## src/rtl/core/sprs_pkg.sv

```systemverilog
// shared constants, codes and rail tables of the power rail sequencer
package sprs_pkg;

    localparam int TIMER_WIDTH_DEF = 16;

    localparam int RAIL_W   = 22;
    localparam int STATE_W  = 4;
    localparam int HOOK_W   = 3;
    localparam int WL_W     = 2;
    localparam int IN_W     = 8;
    localparam int OUT_W    = 40;
    localparam int CFG_IX_W = 2;
    localparam int CFG_W    = 16;

    localparam logic [RAIL_W-1:0] PIN_G3  = 22'h2FFC00;
    localparam int                RST_BIT = 21;

    typedef enum logic [1:0] {
        KIND_TICK      = 2'd0,
        KIND_BUTTON    = 2'd1,
        KIND_FORCE_OFF = 2'd2,
        KIND_WARM_RST  = 2'd3
    } t_kind;

    typedef enum logic [CFG_IX_W-1:0] {
        CFG_STEP_DELAY   = 2'd0,
        CFG_RESET_PULSE  = 2'd1,
        CFG_PGOOD_TMO    = 2'd2,
        CFG_USB_A_ON     = 2'd3
    } t_cfg_idx;

    localparam logic [HOOK_W-1:0] HOOK_NONE     = 3'd0;
    localparam logic [HOOK_W-1:0] HOOK_STARTUP  = 3'd1;
    localparam logic [HOOK_W-1:0] HOOK_RESUME   = 3'd2;
    localparam logic [HOOK_W-1:0] HOOK_SUSPEND  = 3'd3;
    localparam logic [HOOK_W-1:0] HOOK_SHUTDOWN = 3'd4;

    localparam logic [WL_W-1:0] WL_OFF     = 2'd0;
    localparam logic [WL_W-1:0] WL_ON      = 2'd1;
    localparam logic [WL_W-1:0] WL_SUSPEND = 2'd2;

    // last group index of each sequence and the reset pulse group of s3->s0
    localparam logic [2:0] UP_LAST    = 3'd6;
    localparam logic [2:0] ON_LAST    = 3'd5;
    localparam logic [2:0] PULSE_STEP = 3'd4;

    // bits switched on by group s; on_seq selects the s3->s0 table
    function automatic logic [RAIL_W-1:0] seq_set(input logic on_seq, input logic [2:0] s);
        logic [RAIL_W-1:0] v;
        v = '0;
        if (on_seq) begin
            case (s)
                3'd0:    v = 22'h000001;
                3'd5:    v = 22'h200000;
                default: v = '0;
            endcase
        end else begin
            case (s)
                3'd0:    v = 22'h000018;
                3'd1:    v = 22'h0003E0;
                3'd2:    v = 22'h000004;
                3'd4:    v = 22'h100002;
                default: v = '0;
            endcase
        end
        return v;
    endfunction

    // bits switched off by group s
    function automatic logic [RAIL_W-1:0] seq_clr(input logic on_seq, input logic [2:0] s);
        logic [RAIL_W-1:0] v;
        v = '0;
        if (on_seq) begin
            case (s)
                3'd1:    v = 22'h008000;
                3'd2:    v = 22'h080000;
                3'd3:    v = 22'h040000;
                3'd4:    v = 22'h200000;
                3'd5:    v = 22'h000C00;
                default: v = '0;
            endcase
        end else begin
            case (s)
                3'd3:    v = 22'h007000;
                3'd5:    v = 22'h010000;
                3'd6:    v = 22'h020000;
                default: v = '0;
            endcase
        end
        return v;
    endfunction

endpackage

```

## src/rtl/core/soc_power_rail_sequencer_unit.sv

```systemverilog
// power rail sequencer: g3/s5/s3/s0 state machine driving 22 rail and reset pins
// an accepted input word passes the input register, then its result word the result register on the master side
// throughput: one word per cycle while the master side accepts, an input register feeds one pass of state logic
// into a result register, and the state registers close the loop in that same cycle
// reset (synchronous, active low): state g3, pins at g3 levels, registers at defaults,
// both pipeline stages empty
module soc_power_rail_sequencer_unit #(
    parameter int TIMER_WIDTH = sprs_pkg::TIMER_WIDTH_DEF
) (
    input  logic                          i_clk,
    input  logic                          i_rst_n,
    // configuration write port
    input  logic                          i_cfg_wr_en,
    input  logic [sprs_pkg::CFG_IX_W-1:0] i_cfg_index,
    input  logic [sprs_pkg::CFG_W-1:0]    i_cfg_data,
    // input words
    input  logic                          s_axis_tvalid,
    output logic                          s_axis_tready,
    // [0] pgood_sys, [1] pgood_pp5000, [2] pgood_ap, [3] susp_off, [7:4] zero
    input  logic [sprs_pkg::IN_W-1:0]     s_axis_tdata,
    // [1:0] kind
    input  logic [1:0]                    s_axis_tuser,
    // result words
    output logic                          m_axis_tvalid,
    input  logic                          m_axis_tready,
    // [21:0] rail_levels, [25:22] state code, [28:26] hook_event,
    // [30:29] wireless_mode, [31] deep_sleep_allowed, [32] usb_a_power,
    // [33] sequence_fault, [39:34] zero
    output logic [sprs_pkg::OUT_W-1:0]    m_axis_tdata
);
    import sprs_pkg::*;

    // compare width wide enough for both the timer and the 16 bit timeout
    localparam int CW = (TIMER_WIDTH > 16) ? TIMER_WIDTH : 16;

    typedef enum logic [STATE_W-1:0] {
        ST_G3   = 4'd0,
        ST_S5   = 4'd1,
        ST_S3   = 4'd2,
        ST_S0   = 4'd3,
        ST_G3S5 = 4'd4,
        ST_S5S3 = 4'd5,
        ST_S3S0 = 4'd6,
        ST_S0S3 = 4'd7,
        ST_S3S5 = 4'd8,
        ST_S5G3 = 4'd9
    } t_state;

    // configuration
    logic [7:0]  r_step_delay;
    logic [7:0]  r_reset_pulse;
    logic [15:0] r_pgood_tmo;
    logic        r_usb_a_on;

    // input stage
    logic       r_in_valid;
    t_kind      r_kind;
    logic [3:0] r_flags;

    // sequencer state
    t_state                 r_state,    n_state;
    logic                   r_pending,  n_pending;
    logic [3:0]             r_step,     n_step;
    logic [TIMER_WIDTH-1:0] r_timer,    n_timer;
    logic [RAIL_W-1:0]      r_pins,     n_pins;
    logic [WL_W-1:0]        r_wireless, n_wireless;
    logic                   r_usb_a,    n_usb_a;
    logic                   r_sleep_ok, n_sleep_ok;

    // result stage
    logic             r_out_valid;
    logic [OUT_W-1:0] r_out_data, n_out_data;

    logic in_fire;
    logic advance;

    assign advance       = r_in_valid && (!r_out_valid || m_axis_tready);
    assign s_axis_tready = !r_in_valid || advance;
    assign in_fire       = s_axis_tvalid && s_axis_tready;
    assign m_axis_tvalid = r_out_valid;
    assign m_axis_tdata  = r_out_data;

    // one pass of event handling then the current state's handler
    always_comb begin
        logic                   pg_sys, pg_5v, pg_ap, susp_off;
        logic                   good_s3, good_s0;
        logic                   rst_pulse, skip;
        logic                   on_seq, good, seq_ok, seq_fail;
        logic [2:0]             last, s;
        logic [7:0]             lim;
        logic [TIMER_WIDTH-1:0] t_inc;
        logic [HOOK_W-1:0]      hook;
        logic                   fault;
        logic [RAIL_W-1:0]      rails;

        pg_sys   = r_flags[0];
        pg_5v    = r_flags[1];
        pg_ap    = r_flags[2];
        susp_off = r_flags[3];
        good_s3  = pg_sys && pg_5v;
        good_s0  = good_s3 && pg_ap;

        n_state    = r_state;
        n_pending  = r_pending;
        n_step     = r_step;
        n_timer    = r_timer;
        n_pins     = r_pins;
        n_wireless = r_wireless;
        n_usb_a    = r_usb_a;
        n_sleep_ok = r_sleep_ok;
        rst_pulse  = 1'b0;
        skip       = 1'b0;
        hook       = HOOK_NONE;
        fault      = 1'b0;

        // an out-of-range code is taken as g3
        if (r_state > ST_S5G3) begin
            n_state = ST_G3;
            n_step  = '0;
            n_timer = '0;
        end

        case (r_kind)
            KIND_BUTTON: begin
                if (n_state == ST_G3) begin
                    n_state = ST_G3S5;
                    n_step  = '0;
                    n_timer = '0;
                    skip    = 1'b1;
                end else if (n_state != ST_S5 && n_state != ST_G3S5 &&
                             n_state != ST_S5G3) begin
                    n_pending = 1'b1;
                end
            end
            KIND_FORCE_OFF: n_pending = 1'b1;
            KIND_WARM_RST: begin
                rst_pulse       = 1'b1;
                n_pins[RST_BIT] = 1'b1;
            end
            default: ;
        endcase

        // shared rail sequence step, used by s5->s3 and s3->s0
        on_seq   = (n_state == ST_S3S0);
        last     = on_seq ? ON_LAST : UP_LAST;
        good     = on_seq ? good_s0 : good_s3;
        s        = (n_step > {1'b0, last}) ? last : n_step[2:0];
        seq_ok   = 1'b0;
        seq_fail = 1'b0;
        lim      = (on_seq && s == PULSE_STEP) ? r_reset_pulse : r_step_delay;
        if (lim == 8'd0) begin
            lim = 8'd1;
        end
        t_inc = (n_timer != '1) ? n_timer + 1'b1 : n_timer;

        if (!skip) begin
            unique case (n_state)
                ST_S5: begin
                    n_state = n_pending ? ST_S5G3 : ST_S5S3;
                    n_step  = '0;
                    n_timer = '0;
                end
                ST_S3: begin
                    if (!good_s3 || n_pending) begin
                        n_state = ST_S3S5;
                        n_step  = '0;
                        n_timer = '0;
                    end else if (susp_off) begin
                        n_state = ST_S3S0;
                        n_step  = '0;
                        n_timer = '0;
                    end
                end
                ST_S0: begin
                    if (!good_s0 || n_pending) begin
                        n_state = ST_S0S3;
                        n_step  = '0;
                        n_timer = '0;
                    end
                end
                ST_G3S5: begin
                    n_pending = 1'b0;
                    n_state   = ST_S5;
                    n_step    = '0;
                    n_timer   = '0;
                end
                ST_S5S3, ST_S3S0: begin
                    // group applied on the first tick of its step
                    if (n_timer == '0) begin
                        n_pins = (n_pins | seq_set(on_seq, s)) & ~seq_clr(on_seq, s);
                    end
                    if (s == last) begin
                        if (good) begin
                            seq_ok = 1'b1;
                        end else begin
                            n_timer = t_inc;
                            if (CW'(t_inc) >= CW'(r_pgood_tmo) || t_inc == '1) begin
                                seq_fail = 1'b1;
                            end
                        end
                    end else if (CW'(t_inc) >= CW'(lim)) begin
                        n_step  = {1'b0, s} + 4'd1;
                        n_timer = '0;
                    end else begin
                        n_timer = t_inc;
                    end
                    if (seq_ok) begin
                        n_step  = '0;
                        n_timer = '0;
                        if (on_seq) begin
                            n_wireless = WL_ON;
                            n_usb_a    = r_usb_a_on;
                            hook       = HOOK_RESUME;
                            n_sleep_ok = 1'b0;
                            n_state    = ST_S0;
                        end else begin
                            hook    = HOOK_STARTUP;
                            n_state = ST_S3;
                        end
                    end else if (seq_fail) begin
                        n_step    = '0;
                        n_timer   = '0;
                        n_pending = 1'b1;
                        fault     = 1'b1;
                        n_state   = on_seq ? ST_S3 : ST_S5;
                    end
                end
                ST_S0S3: begin
                    hook       = HOOK_SUSPEND;
                    n_wireless = WL_SUSPEND;
                    n_usb_a    = 1'b0;
                    n_sleep_ok = 1'b1;
                    n_state    = ST_S3;
                    n_step     = '0;
                    n_timer    = '0;
                end
                ST_S3S5: begin
                    hook       = HOOK_SHUTDOWN;
                    n_wireless = WL_OFF;
                    n_state    = ST_S5;
                    n_step     = '0;
                    n_timer    = '0;
                end
                ST_S5G3: begin
                    n_pins  = PIN_G3;
                    n_state = ST_G3;
                    n_step  = '0;
                    n_timer = '0;
                end
                default: ;
            endcase
        end

        // warm reset shows as a one-word low on the reset pin
        rails = n_pins;
        if (rst_pulse) begin
            rails[RST_BIT] = 1'b0;
        end

        n_out_data = {6'd0, fault, n_usb_a, n_sleep_ok, n_wireless, hook,
                      n_state, rails};
    end

    always_ff @(posedge i_clk) begin
        if (!i_rst_n) begin
            r_step_delay  <= 8'd2;
            r_reset_pulse <= 8'd10;
            r_pgood_tmo   <= 16'd1000;
            r_usb_a_on    <= 1'b0;
            r_in_valid    <= 1'b0;
            r_out_valid   <= 1'b0;
            r_state       <= ST_G3;
            r_pending     <= 1'b0;
            r_step        <= '0;
            r_timer       <= '0;
            r_pins        <= PIN_G3;
            r_wireless    <= WL_OFF;
            r_usb_a       <= 1'b0;
            r_sleep_ok    <= 1'b1;
        end else begin
            if (i_cfg_wr_en) begin
                unique case (t_cfg_idx'(i_cfg_index))
                    CFG_STEP_DELAY:  r_step_delay  <= i_cfg_data[7:0];
                    CFG_RESET_PULSE: r_reset_pulse <= i_cfg_data[7:0];
                    CFG_PGOOD_TMO:   r_pgood_tmo   <= i_cfg_data;
                    CFG_USB_A_ON:    r_usb_a_on    <= i_cfg_data[0];
                    default: ;
                endcase
            end
            // input stage
            if (in_fire) begin
                r_in_valid <= 1'b1;
            end else if (advance) begin
                r_in_valid <= 1'b0;
            end
            // result stage
            if (advance) begin
                r_out_valid <= 1'b1;
            end else if (m_axis_tready) begin
                r_out_valid <= 1'b0;
            end
            // state moves once per word
            if (advance) begin
                r_state    <= n_state;
                r_pending  <= n_pending;
                r_step     <= n_step;
                r_timer    <= n_timer;
                r_pins     <= n_pins;
                r_wireless <= n_wireless;
                r_usb_a    <= n_usb_a;
                r_sleep_ok <= n_sleep_ok;
            end
        end
    end

    // payload registers
    always_ff @(posedge i_clk) begin
        if (in_fire) begin
            r_kind  <= t_kind'(s_axis_tuser);
            r_flags <= s_axis_tdata[3:0];
        end
        if (advance) begin
            r_out_data <= n_out_data;
        end
    end

endmodule

```

## config.mk

```make
export PLATFORM = sky130hd
export DESIGN_NAME = soc_power_rail_sequencer_unit
export DESIGN_NICKNAME = d
export VERILOG_FILES = /design/src/rtl/core/sprs_pkg.sv /design/src/rtl/core/soc_power_rail_sequencer_unit.sv
export SDC_FILE = /design/constraint.sdc
export NUM_CORES = 1
export LEC_CHECK = 0
export ABC_AREA = 1
export BUFFER_PORTS_ARGS = -buffer_cell sky130_fd_sc_hd__buf_2
export CORE_ASPECT_RATIO = 0.8
export CORE_MARGIN = 2
export CORE_UTILIZATION = 35
export CTS_CLUSTER_DIAMETER = 200
export DETAILED_ROUTE_END_ITERATION = 16
export GPL_ROUTABILITY_DRIVEN = 0
export SETUP_SLACK_MARGIN = 0.3
export SLEW_MARGIN = 20
export SYNTH_ARGS = -nofsm -noshare
export SYNTH_HDL_FRONTEND = slang
export SYNTH_SLANG_ARGS = --single-unit
```

## constraint.sdc

```tcl
create_clock -name i_clk -period 5.9 [get_ports i_clk]
set_input_delay 1.18 -clock i_clk [delete_from_list [all_inputs] [get_ports i_clk]]
set_output_delay 1.18 -clock i_clk [all_outputs]
set_load 0.01 [all_outputs]
```

==> summary.md <==
| Metric | Value |
|---|---|
| Crit path max-delay cell type | `dfxtp_2` |
| Share of flip-flops with an asynchronous set or reset | `0` |
| CP Launch Type | `register` |
| Yosys warnings | `0` |
| Routed vias | `~6600` |
| Commonest non-fill, non-tap cell in the layout | `nand2_1` |
| Prevailing post-synth register cell | `dfxtp_1` |
| Vias per cell | `4.967` |
| Iter 0 DRT Violations | `505` |
| R2R Path End | `r_step[1]$_SDFFE_PN0P_` |
| Final hold vios | `0` |
| # setup viols final | `0` |
| Wire length per cell | `14.62 um` |
| Worst slew margin | `0.3366` |
| Max Cap Viol | `0` |
| Row Count | `47` |
| Pre-antenna DRT Iters | `5` |
| Reg2reg start | `r_state[2]$_SDFFE_PN0P_` |
| Synth cell types | `51` |
| Post-synth EDFFs | `40` |
| Max FO, Critical Path | `8` |
| Sequential fraction of the synthesis area | `0.4021` |
| TritonCTS clock tree | `done` |
| Clk_lat worst skew | `0.43 ns` |
| Core ar. | `20520 um2` |
| Hold Buf Count CTS | `0` |
| Syn avg cell area | `7.448 um2` |
| Max Transition Viols Final | `0` |
| Critical path's largest stage delay | `0.40 ns` |
| Leakage | `3.981 nW` |
| Required time of the critical path | `roughly 6.3 ns` |
| Clock Skew | `roughly 0.0091 ns` |
| # nets final | `1120` |
| Crit path capture type | `register` |
| Share of layout cells above drive strength 1 | `0.1795` |
| Max VDD drop | `0.0001391 V` |
| Post-route DRC | `0` |
| FF-to-FF path depth | `39` |
| PwrDens | `259.5 nW/um2` |
| Pin count of the biggest net entering global routing | `65` |
| Port bufs | `64` |
| TritonCTS Sinks | `126` |
| ANT cells | `0` |
| Setup TNS | `0 ns` |
| CTS max path bufs | `2` |
| Area growth syn-to-layout | `19.35%` |
| Status | `complete, no violations` |
| H-tree depth | `4` |
| WL final | `19480 um` |
| Die ar. | `21950 um2` |
| CP arrival | `5.59 ns` |
| Worst Hold Class | `register to register` |
| Total grt overflow | `0` |
| GRT Total Usage | `0.1784` |
| Period utilization | `0.8884` |
| Placed cell count | `between 1000 and 1500` |
| Die W | `165.1 um` |
| Initial Utilization | `0.3542` |
| Clock transition at path regs | `0.06 ns` |
| CTS Buf Count | `17` |
| Antenna viol nets, final | `0` |
| Post-Syn Area | `7269 um2` |
| Top cell by count, worst path | `nand2_1` |
| Fmax | `190.8 MHz` |
| Critical path type | `register to register` |
| Final HPWL DP | `approximately 14000 um` |
| Hold path endpoint | `r_reset_pulse[7]$_SDFFE_PN0P_` |
| Most frequent cells in the layout | `190 x nand2_1, 131 x inv_1, 88 x nor2_1` |
| Seq cells post-synth | `around 130` |
| I/O Pins | `75` |
| Root Driver | `clkbuf_16` |
| Mapped Cells | `976` |
| Initial antenna violation count | `0` |
| Vias in the first global route | `~6000` |
| Fin crit period | `between 5 and 6 ns` |
| # fillers | `roughly 2100` |
| First-pass GRT wire length | `30790 um` |
| R2R Setup Slk | `0.66 ns` |
| Layout Cells excl Fill | `1333` |
| Min-delay src | `r_reset_pulse[7]$_SDFFE_PN0P_` |
| Unrepaired setup endpoints after global routing | `false` |
| Worst slew pin tran | `about 0.99 ns` |
| Hold path depth | `2` |
| Chip Height | `roughly 130 um` |
## cell type report
cell class	instances	area, um2	share of cell area
tap	269	336.6	0.03879
clock inverter	12	125.1	0.01442
multi-input combinational	669	3751	0.4324
clock buffer	20	467.9	0.05394
inverter	148	558.0	0.06432
timing repair buffer	89	508.0	0.05855
sequential	126	2929	0.3376
## metrics by stage
stage	hold WS [ns]	cell area (um2)	utilization	power, mW	worst slack [ns]
global placement	0.4387	7873	0.3836	1.206	0.2366
floorplan	0.4245	7288	-	1.139	0.8017
CTS	0.4515	8486	0.4135	2.264	0.3733
detailed placement	0.4431	7873	0.3836	1.210	0.1649
global route	0.4817	8676	0.4227	2.351	0.2924
finish	0.4551	8676	0.4227	2.251	0.6587
## flip-flops by register name (all words and copies together), names as in the netlist, 2 cells and up
register       count
r_pins            22
r_timer           16
r_step             4
r_step_delay       8
r_kind             2
r_pgood_tmo       16
r_reset_pulse      8
r_wireless         2
m_axis_tdata      34
r_flags            4
r_state            4
## where the power goes
group          switching, mW  leakage [nW]  internal [mW]
Combinational          0.167          2.62         0.0790
Sequential            0.0188          1.07          0.941
Clock                  0.419         0.293          0.626
Total                  0.605          3.98           1.65
## logic make-up (layout without fill, tap and decap cells)
kind of cell / Yosys count / count (layout) / share of synthesized area
mux: 7 / 7 / 0.009639
xor+xnor: 5 / 5 / 0.006025
buf+inv: 188 / 269 / 0.1074
flops: 126 / 126 / 0.4021
compound gates: 210 / 210 / 0.1618
simple gates: 403 / 405 / 0.2506
fa+ha+maj: 36 / 36 / 0.06196
other cells: 1 / 6 / 0.0005159
## per-layer routing
metal  global-route usage  vias up  wire [um]
met5                    0        -          0
met4              0.05314        0        345
met3              0.04483       24       1312
met2               0.2516      208       7993
met1               0.2657     3005       9832
li1                     -     3384          -
## repair_timing
item,CTS,global route
pin swaps,0,6
buffers inserted,0,5
resized for setup,5,31
gates cloned,0,2
endpoints found under the setup margin,14,18
## synth_stat cells (6+ instances only)
master     number  area (um2)
nand2_1       194       728.2
inv_1         133       499.2
nor2_1         89       334.1
dfxtp_1        86        1722
o21ai_0        83       415.4
a21oi_1        77       385.4
nand3_1        64       320.3
edfxtp_1       40        1201
ha_1           36       450.4
clkbuf_1       25       93.84
nand4_1        15       93.84
o21ai_1        13       65.06
inv_2          11       41.29
nand2_2        10       62.56
o211ai_1        9       67.56
buf_4           8       60.06
nor3_1          8       40.04
mux2i_1         7       70.07
nand3_2         7       70.07
buf_6           6       67.56
o2111ai_1       6       52.55
## worst max path at each step
stage,start,end,slack [ns],depth (start not counted)
floorplan,r_state[0]$_SDFFE_PN0P_,r_timer[6]$_SDFFE_PN0P_,0.80,37
global placement,r_state[3]$_SDFFE_PN0P_,r_step[1]$_SDFFE_PN0P_,0.24,40
detailed placement,r_state[3]$_SDFFE_PN0P_,r_step[1]$_SDFFE_PN0P_,0.16,40
CTS,r_state[3]$_SDFFE_PN0P_,r_step[1]$_SDFFE_PN0P_,0.37,39
global route,r_state[2]$_SDFFE_PN0P_,r_step[2]$_SDFFE_PN0P_,0.29,40
finish,r_state[2]$_SDFFE_PN0P_,r_step[1]$_SDFFE_PN0P_,0.66,39
## worst max-delay path, delay by kind of cell, from the launching register on
kind / cells / cell delay [ns]
AOI/OAI and AO/OA: 12 / 1.51
DFF: 1 / 0.40
muxes: 1 / 0.30
buffers and inverters: 6 / 0.45
and+or+nand+nor: 17 / 1.70
adders and majority gates: 3 / 0.76
(Power assumes the default switching activity.)
